## config.mk

```make
export PLATFORM = sky130hd
export DESIGN_NAME = kmeans_assign_and_update
export DESIGN_NICKNAME = d
export VERILOG_FILES = /design/src/sv/km_pkg.sv /design/src/sv/kmeans_assign_and_update.sv /design/src/sv/km_ctrl.sv /design/src/sv/km_dp.sv
export VERILOG_INCLUDE_DIRS = /design/src /design/src/sv
export SDC_FILE = /design/constraint.sdc
export NUM_CORES = 1
export LEC_CHECK = 0
export BUFFER_PORTS_ARGS = -buffer_cell sky130_fd_sc_hd__buf_2
export CAP_MARGIN = 15
export CORE_MARGIN = 4
export CORE_UTILIZATION = 40
export CTS_BUF_LIST = sky130_fd_sc_hd__clkbuf_8 sky130_fd_sc_hd__clkbuf_16
export DETAILED_ROUTE_END_ITERATION = 12
export GPL_TIMING_DRIVEN = 0
export PLACE_DENSITY_LB_ADDON = 0.1
export SETUP_SLACK_MARGIN = 0.1
export SLEW_MARGIN = 0
export SYNTH_ARGS = -nofsm -noshare
export SYNTH_HDL_FRONTEND = slang
export SYNTH_HIERARCHICAL = 1
export SYNTH_SLANG_ARGS = --single-unit
export TNS_END_PERCENT = 1
```

## constraint.sdc

```tcl
create_clock -name clock -period 9.3 [get_ports clock]
set_input_delay 1.395 -clock clock [delete_from_list [all_inputs] [get_ports clock]]
set_output_delay 1.395 -clock clock [all_outputs]
set_load 0.05 [all_outputs]
```

## src/sv/kmeans_assign_and_update_assert.svh

```systemverilog
// Assertion macros for the k-means assign and update block
`ifndef KMEANS_ASSIGN_AND_UPDATE_ASSERT_SVH
`define KMEANS_ASSIGN_AND_UPDATE_ASSERT_SVH
`define KM_ASSERT_IMP(label, clk, rst, a, c) \
   label: assert property (@(posedge clk) disable iff (rst) (a) |-> (c)) \
      else $error("assertion failed");
`define KM_ASSERT_NXT(label, clk, rst, a, c) \
   label: assert property (@(posedge clk) disable iff (rst) (a) |=> (c)) \
      else $error("assertion failed");
`endif

```

## src/sv/km_pkg.sv

```systemverilog
// Shared types and constants for the k-means assign and update block
`timescale 1ns / 1ps
`default_nettype none
package km_pkg;
   localparam int MAX_CL = 4;
   localparam int FRAC_BITS = 8;
   localparam logic KIND_ASSIGN = 1'b0;
   localparam logic KIND_CENTROID = 1'b1;

   typedef enum logic [2:0] {
      ST_IDLE, ST_OUT_ASSIGN, ST_DIV_START, ST_DIV_RUN, ST_OUT_MEAN
   } state_type;

   typedef struct packed {
      logic accept;
      logic div_start;
      logic div_step;
      logic clear_cluster;
      logic load_assign;
      logic load_mean;
      logic next_cluster;
   } cmd_type;

   typedef struct packed {
      logic div_done;
      logic last_cluster;
      logic fin;
   } sts_type;
endpackage
`default_nettype wire

```

## src/sv/kmeans_assign_and_update.sv

```systemverilog
// Top level of the k-means assign and update block
// A point is registered on transfer, then its assignment is loaded into the output
// register once that register is free; no new point is taken before then.
// After a last point, each centroid is computed in the shared bit-serial divider,
// one cluster after another.
// Reset: synchronous, clears control, accumulators and centers to zero.
`timescale 1ns / 1ps
`default_nettype none
`include "kmeans_assign_and_update_assert.svh"
module kmeans_assign_and_update import km_pkg::*; #(
   parameter int NUM_CLUSTERS = 2,
   parameter int MAX_POINTS = 1024,
   parameter int COORD_BITS = 16
) (
   input  wire logic        clock,
   input  wire logic        reset,
   input  wire logic        req_tvalid,
   output logic             req_tready,
   input  wire logic [31:0] req_tdata,   // point_x, point_y
   input  wire logic        req_tlast,
   output logic             rsp_tvalid,
   input  wire logic        rsp_tready,
   output logic [39:0]      rsp_tdata,   // cluster, mean_x, mean_y, empty_res, zero pad
   output logic             rsp_tuser,   // kind
   output logic             rsp_tlast,
   input  wire logic        csr_psel,
   input  wire logic        csr_penable,
   input  wire logic        csr_pwrite,
   input  wire logic [4:0]  csr_paddr,
   input  wire logic [31:0] csr_pwdata,
   output logic [31:0]      csr_prdata,
   output logic             csr_pready
);
   logic [COORD_BITS-1:0] cx_ff [MAX_CL];
   logic [COORD_BITS-1:0] cy_ff [MAX_CL];
   logic [2:0] ridx;
   logic [36:0] od;
   logic take;
   cmd_type cmd;
   sts_type sts;
   logic busy;

   assign csr_pready = 1'b1;
   assign ridx = csr_paddr[4:2];
   assign csr_prdata = 32'(ridx[0] ? cy_ff[ridx[2:1]] : cx_ff[ridx[2:1]]);

   always_ff @(posedge clock) begin
      if (reset) begin
         for (int k = 0; k < MAX_CL; k++) begin
            cx_ff[k] <= '0;
            cy_ff[k] <= '0;
         end
      end else if (csr_psel && csr_penable && csr_pwrite) begin
         if (ridx[0]) begin
            cy_ff[ridx[2:1]] <= csr_pwdata[COORD_BITS-1:0];
         end else begin
            cx_ff[ridx[2:1]] <= csr_pwdata[COORD_BITS-1:0];
         end
      end
   end

   assign take = busy && rsp_tready;

   km_ctrl u_ctrl (
      .clock, .reset, .req_tvalid, .req_tready,
      .out_busy(busy), .out_take(take), .sts, .cmd
   );

   km_dp #(.NUM_CLUSTERS(NUM_CLUSTERS), .MAX_POINTS(MAX_POINTS), .COORD_BITS(COORD_BITS))
   u_dp (
      .clock, .reset, .cmd, .sts, .cx(cx_ff), .cy(cy_ff),
      .pt_x(req_tdata[15:0]), .pt_y(req_tdata[31:16]), .pt_last(req_tlast),
      .out_take(take), .out_busy(busy), .out_data(od)
   );

   assign rsp_tvalid = busy;
   assign rsp_tuser = od[0];
   assign rsp_tdata = {5'd0, od[35:1]};
   assign rsp_tlast = od[36];

   `KM_ASSERT_NXT(a_hold, clock, reset, rsp_tvalid && !rsp_tready, rsp_tvalid && $stable(rsp_tdata))
   `KM_ASSERT_IMP(a_noacc, clock, reset, req_tready, !rsp_tvalid || rsp_tready)
   `KM_ASSERT_NXT(a_acc, clock, reset, req_tvalid && req_tready, !req_tready)
endmodule
`default_nettype wire

```

## src/sv/km_ctrl.sv

```systemverilog
// Controller state machine for the k-means block
`timescale 1ns / 1ps
`default_nettype none
module km_ctrl import km_pkg::*; (
   input  wire logic    clock,
   input  wire logic    reset,
   input  wire logic    req_tvalid,
   output logic         req_tready,
   input  wire logic    out_busy,
   input  wire logic    out_take,
   input  wire sts_type sts,
   output cmd_type      cmd
);
   state_type state_ff, state_in;

   always_ff @(posedge clock) begin
      if (reset) begin
         state_ff <= ST_IDLE;
      end else begin
         state_ff <= state_in;
      end
   end

   always_comb begin
      state_in = state_ff;
      cmd = '0;
      req_tready = 1'b0;
      case (state_ff)
         ST_IDLE: begin
            req_tready = !out_busy || out_take;
            if (req_tvalid && req_tready) begin
               cmd.accept = 1'b1;
               state_in = ST_OUT_ASSIGN;
            end
         end
         ST_OUT_ASSIGN: begin
            if (!out_busy || out_take) begin
               cmd.load_assign = 1'b1;
               state_in = sts.fin ? ST_DIV_START : ST_IDLE;
            end
         end
         ST_DIV_START: begin
            cmd.div_start = 1'b1;
            state_in = ST_DIV_RUN;
         end
         ST_DIV_RUN: begin
            cmd.div_step = 1'b1;
            if (sts.div_done) begin
               state_in = ST_OUT_MEAN;
            end
         end
         ST_OUT_MEAN: begin
            if (!out_busy || out_take) begin
               cmd.load_mean = 1'b1;
               cmd.clear_cluster = 1'b1;
               cmd.next_cluster = 1'b1;
               state_in = sts.last_cluster ? ST_IDLE : ST_DIV_START;
            end
         end
         default: state_in = ST_IDLE;
      endcase
   end
endmodule
`default_nettype wire

```

## src/sv/km_dp.sv

```systemverilog
// Datapath: distance compare, accumulators, serial divider, output register
`timescale 1ns / 1ps
`default_nettype none
module km_dp import km_pkg::*; #(
   parameter int NUM_CLUSTERS = 2,
   parameter int MAX_POINTS = 1024,
   parameter int COORD_BITS = 16
) (
   input  wire logic                  clock,
   input  wire logic                  reset,
   input  wire cmd_type               cmd,
   output sts_type                    sts,
   input  wire logic [COORD_BITS-1:0] cx [MAX_CL],
   input  wire logic [COORD_BITS-1:0] cy [MAX_CL],
   input  wire logic [15:0]           pt_x,
   input  wire logic [15:0]           pt_y,
   input  wire logic                  pt_last,
   input  wire logic                  out_take,
   output logic                       out_busy,
   output logic [36:0]                out_data
);
   localparam int NCL = (NUM_CLUSTERS < 1) ? 1 :
                        ((NUM_CLUSTERS > MAX_CL) ? MAX_CL : NUM_CLUSTERS);
   localparam int CNT_W = $clog2(MAX_POINTS + 1);
   localparam int SUM_W = COORD_BITS + CNT_W;
   localparam int CL_W = (NCL > 1) ? $clog2(NCL) : 1;
   localparam int IC_W = $clog2(SUM_W + 1);

   logic [SUM_W-1:0] sum_x_ff [NCL];
   logic [SUM_W-1:0] sum_y_ff [NCL];
   logic [CNT_W-1:0] cnt_ff [NCL];
   logic [COORD_BITS-1:0] px_ff, py_ff;
   logic fin_ff;
   logic [CL_W-1:0] best_in, cl_ff;
   logic [COORD_BITS-1:0] cl_dist [NCL];
   logic [SUM_W-1:0] qx_ff, qy_ff;
   logic [CNT_W:0] rx_ff, ry_ff;
   logic [IC_W-1:0] it_ff;
   logic [CNT_W-1:0] div_cnt;
   logic [CNT_W:0] tx, ty;
   logic busy_ff;
   logic [36:0] data_ff;
   logic [15:0] mx, my;

   function automatic logic [COORD_BITS-1:0] absd(input logic [COORD_BITS-1:0] a,
                                                   input logic [COORD_BITS-1:0] b);
      return (a >= b) ? a - b : b - a;
   endfunction

   always_comb begin
      best_in = '0;
      for (int k = 0; k < NCL; k++) begin
         cl_dist[k] = (absd(px_ff, cx[k]) >> FRAC_BITS) + (absd(py_ff, cy[k]) >> FRAC_BITS);
      end
      for (int k = 1; k < NCL; k++) begin
         if (cl_dist[k] < cl_dist[best_in]) begin
            best_in = CL_W'(k);
         end
      end
   end

   assign div_cnt = cnt_ff[cl_ff];
   assign tx = {rx_ff[CNT_W-1:0], qx_ff[SUM_W-1]};
   assign ty = {ry_ff[CNT_W-1:0], qy_ff[SUM_W-1]};
   assign mx = (div_cnt == '0) ? '0 : 16'(qx_ff);
   assign my = (div_cnt == '0) ? '0 : 16'(qy_ff);

   assign sts.div_done = (it_ff == IC_W'(SUM_W));
   assign sts.last_cluster = (cl_ff == CL_W'(NCL - 1));
   assign sts.fin = fin_ff;
   assign out_busy = busy_ff;
   assign out_data = data_ff;

   always_ff @(posedge clock) begin
      if (cmd.accept) begin
         px_ff <= COORD_BITS'(pt_x);
         py_ff <= COORD_BITS'(pt_y);
         fin_ff <= pt_last;
      end
      if (cmd.div_start) begin
         qx_ff <= sum_x_ff[cl_ff];
         qy_ff <= sum_y_ff[cl_ff];
         rx_ff <= '0;
         ry_ff <= '0;
         it_ff <= '0;
      end else if (cmd.div_step && !sts.div_done) begin
         it_ff <= it_ff + 1'b1;
         if (tx >= {1'b0, div_cnt}) begin
            rx_ff <= tx - {1'b0, div_cnt};
            qx_ff <= {qx_ff[SUM_W-2:0], 1'b1};
         end else begin
            rx_ff <= tx;
            qx_ff <= {qx_ff[SUM_W-2:0], 1'b0};
         end
         if (ty >= {1'b0, div_cnt}) begin
            ry_ff <= ty - {1'b0, div_cnt};
            qy_ff <= {qy_ff[SUM_W-2:0], 1'b1};
         end else begin
            ry_ff <= ty;
            qy_ff <= {qy_ff[SUM_W-2:0], 1'b0};
         end
      end
      if (cmd.load_assign) begin
         data_ff <= {!fin_ff, 1'b0, 16'd0, 16'd0, 2'(best_in), KIND_ASSIGN};
      end else if (cmd.load_mean) begin
         data_ff <= {sts.last_cluster, div_cnt == '0, my, mx, 2'(cl_ff), KIND_CENTROID};
      end
   end

   always_ff @(posedge clock) begin
      if (reset) begin
         busy_ff <= 1'b0;
         cl_ff <= '0;
         for (int k = 0; k < NCL; k++) begin
            sum_x_ff[k] <= '0;
            sum_y_ff[k] <= '0;
            cnt_ff[k] <= '0;
         end
      end else begin
         if (cmd.load_assign || cmd.load_mean) begin
            busy_ff <= 1'b1;
         end else if (out_take) begin
            busy_ff <= 1'b0;
         end
         if (cmd.load_assign) begin
            if (cnt_ff[best_in] < CNT_W'(MAX_POINTS)) begin
               sum_x_ff[best_in] <= sum_x_ff[best_in] + SUM_W'(px_ff);
               sum_y_ff[best_in] <= sum_y_ff[best_in] + SUM_W'(py_ff);
               cnt_ff[best_in] <= cnt_ff[best_in] + 1'b1;
            end
         end
         if (cmd.clear_cluster) begin
            sum_x_ff[cl_ff] <= '0;
            sum_y_ff[cl_ff] <= '0;
            cnt_ff[cl_ff] <= '0;
         end
         if (cmd.next_cluster) begin
            cl_ff <= sts.last_cluster ? '0 : cl_ff + 1'b1;
         end
      end
   end
endmodule
`default_nettype wire
```

==> results.md <==
- Slew Viols, Final: 0
- Final setup vio count: 0
- Remaining DRCs: 0
- Syn Area/Cell: 9.05 um^2
- CP required: 9830 ps
- Max H-tree Level: 2
- Ys async rst share: 0%
- Pwr dens: 273 nW/um^2
- Fin. Hold Viols: 0
- Via count: 21500
- Hold Crit Depth: 2
- Layout Skew: 27.1 ps
- Initial antenna violation count: 0
- GP Congestion: 0.937
- Maximum fanout along the worst path: 19
- Static leakage: 12.3 nW
- Clk pin slew, worst setup/hold paths: 60 ps
- ANT cells: 0
- Drt first-iter violations: 1592
- Proportion of layout cells with a drive suffix above 1: 12.6%
- Post-synthesis register bit count: 414
- Nets: 3332
- Setup TNS Final: 0 ps
- Max VDD drop: 0.339 mV
- Crit path buf inv count: 6
- Pwr Total: 8.04 mW
- F_max: 115 MHz
- Startpoint types: flop
- Sink of the worst hold path: u_dp/out_data[0]
- Total die area: 68500 um^2
- Clock Power Share: 23.7%
- Die Y: 262 um
- Critical path endpoint category: flop
- Syn Inst Count: 2844
- Post-synth EDFFs: 89
- Reg-to-reg startpoint: u_dp/py_ff[2]
- CP max stage cell: edfxtp_1
- Die W: 262 um
- Hold Crit Start: u_dp/out_data[0]
- Synthesized cell area: 25700 um^2
- Port bufs: 111
- Multi-input logic area: 15400 um^2
- Starting Density: 40.6%
- Fillers: 6128
- HPWL after DPL: 64.5 mm
- Sequential share of the synthesized area: 35.7%
- Wirelength, routed: 83.6 mm
- Critical R2R Capture: u_dp/sum_y_ff[0][16]
- Routed length per instance: 21.3 um
- Worst-skew pair later-pin latency: 610 ps
- Layout area overhead: 14.2%
- Arr. time, crit path: 9250 ps
- CORE AREA: 63400 um^2
- Max-cap violations: 0
- R2R setup slack: 580 ps
- Max_slew headroom: 34.3%
- # rows: 92
- Num CTS Buffers: 48
- Min-delay worst type: reg -> reg
- Family with the most delay on the worst path: compound AO/OA/AOI/OAI gates
- Final Critical Period: 8720 ps
- Final period util: 93.7%
- Clk buf depth: 3
- Post-DRT Antenna Nets: 0
- Largest net degree at the start of global routing: 36
- Critical path class: reg -> reg
- Status: completed
- R2R cell count: 40
- Netlist cell types: 85
- Top Ports: 154
- First-pass GRT wire length: 127 mm
- Psw: 3.48 mW
- Reg power frac: 27.5%
- Avg Vias per Cell: 5.48
- Combinational Power Share: 48.8%
- Overall global routing resource usage: 23.9%
- Synth warn: 6
- CP peak stage delay: 490 ps
- Detailed Routing Iterations Pass 1: 5
- FF/Latch Area: 9180 um^2
- Switching Share: 43.3%
- Main synth FF type: dfxtp_1
- Total internal power: 4.56 mW
- Vias in the first global route: 21300
- RSZ-0062 raised after global routing: no
- Worst slew pin tran: 985 ps
- CTS tree: done
- Overflow after GRT: 0
- Clk sinks: 414
- CTS Root Cell: clkbuf_16
## cell usage after synthesis, drive strengths merged (32+ instances only)
cell type	instances	area share, %
nor3	34	0.72
buf	73	1.8
mux4	32	2.8
o21ai	156	3.0
nand4	33	0.80
xor2	42	1.4
nand2	201	2.9
nand3	74	1.5
xnor2	78	2.7
dfxtp	325	25
a21oi	253	5.0
ha	204	9.9
nor2	226	3.3
a21o	38	1.1
and3	42	1.0
inv	142	2.1
edfxtp	89	10
nor2b	55	1.3
clkbuf	97	1.4
nand2b	139	3.4
a22o	55	1.9
mux2i	188	7.3
## worst reg2reg max path, delay by kind of cell, from the launching register on
| family | cells | cell delay [ps] |
|---|---|---|
| compound gates | 20 | 4060 |
| xor+xnor | 3 | 780 |
| fa+ha+maj | 5 | 1370 |
| buf+inv | 6 | 1170 |
| flops | 1 | 490 |
| mux | 1 | 310 |
| simple gates | 5 | 490 |
## final cells by class
cell class	count	share of cell area, %
Buffer	168	3.00
Clock buffer	52	4.27
Clock inverter	38	1.13
Inverter	143	1.83
Multi-Input combinational cell	2137	52.4
Sequential cell	414	31.2
Tap cell	846	3.60
Timing Repair Buffer	133	2.52
## cells by family (layout without fill, tap and decap cells)
group / after synthesis / after routing / share of synthesized area, %
other: 3 / 23 / 0.0437
buffers and inverters: 313 / 534 / 5.34
multiplexers: 247 / 247 / 11.3
AO/OA/AOI/OAI: 671 / 671 / 16.4
XOR/XNOR: 120 / 120 / 4.08
flip-flops: 414 / 414 / 35.7
adder cells (fa/ha/maj): 210 / 210 / 10.4
AND/OR/NAND/NOR: 866 / 866 / 16.7
## registers in the layout, indices dropped and copies added (netlist names), 16 cells and up, named ones only
name           count
cx_ff             64
u_dp/sum_y_ff     54
u_dp/out_data     36
u_dp/px_ff        16
u_dp/sum_x_ff     54
u_dp/qx_ff        27
u_dp/qy_ff        27
u_dp/py_ff        16
cy_ff             64
u_dp/cnt_ff       22
## per-stage QoR
step | area, um^2 | util, % | setup slack, ps | instances | hold slack [ps]
floorplan | 25800 | - | 1170 | 2864 | 446
global placement | 27400 | 43.2 | -1600 | 3821 | 455
detailed placement | 27500 | 43.3 | -1770 | 3824 | 458
CTS | 29200 | 46.0 | 117 | 3922 | 472
global route | 29400 | 46.3 | 11.0 | 3931 | 491
finish | 29400 | 46.3 | 585 | 3931 | 468
## power by group through the flow
| stage | Clock (mW) | Sequential, mW | Combinational (mW) |
|---|---|---|---|
| after floorplan | 0 | 2.19 | 2.55 |
| after CTS | 1.95 | 2.21 | 3.75 |
| after detailed placement | 0 | 2.25 | 3.66 |
| after global routing | 2.02 | 2.23 | 4.27 |
| after global placement | 0 | 2.24 | 3.61 |
| final | 1.90 | 2.21 | 3.93 |
## worst max-delay path by stage
stage	start	end	slack (ps)	depth (start not counted)
4_1_cts	u_dp/py_ff[2]	u_dp/sum_x_ff[1][26]	120	38
3_3_place_gp	cy_ff[50]	u_dp/sum_x_ff[1][26]	-1600	39
3_5_place_dp	cy_ff[50]	u_dp/sum_x_ff[1][26]	-1770	39
6_report	u_dp/py_ff[2]	u_dp/sum_y_ff[0][16]	580	40
5_1_grt	cy_ff[45]	u_dp/sum_x_ff[1][26]	10	40
2_1_floorplan	u_dp/py_ff[2]	u_dp/sum_y_ff[0][20]	1170	41
## layout by cell type (no fill, tap or decap), types with 16 or more instances in the layout
cell type  Yosys  routed
dfxtp_1      325     323
a21oi_1      252     248
nor2_1       226     226
ha_1         204     203
nand2_1      201     200
mux2i_1      188     187
inv_1        141     155
o21ai_0      150     146
nand2b_1     139     139
buf_2         25     133
clkbuf_1      97      91
edfxtp_1      89      89
xnor2_1       78      78
nand3_1       73      73
nor2b_1       55      55
a22o_1        55      55
buf_4         29      49
clkbuf_16      0      48
and3_1        42      42
xor2_1        42      41
a21o_1        38      38
nand4_1       33      33
mux4_2        32      32
nor3_1        31      30
mux2_2        26      26
o21a_1        27      26
conb_1         3      23
a211oi_1      18      17
o21bai_1      16      16
## routing by layer
metal  global-route usage, %  vias up  routed length (um)
met5                       0        -                   0
met4                    7.53        0                2660
met3                    2.38      115                3460
met2                    41.7      496               40500
met1                    31.3    10400               37000
li1                        -    10500                   -
## repair_timing
item                       4_1_cts  5_1_grt
pin swaps                        4       10
setup endpoints to repair      107       62
hold buffers                     0        0
buffers inserted                 9        9
gates resized for setup         25       35
Power figures use the tool's default switching activity.
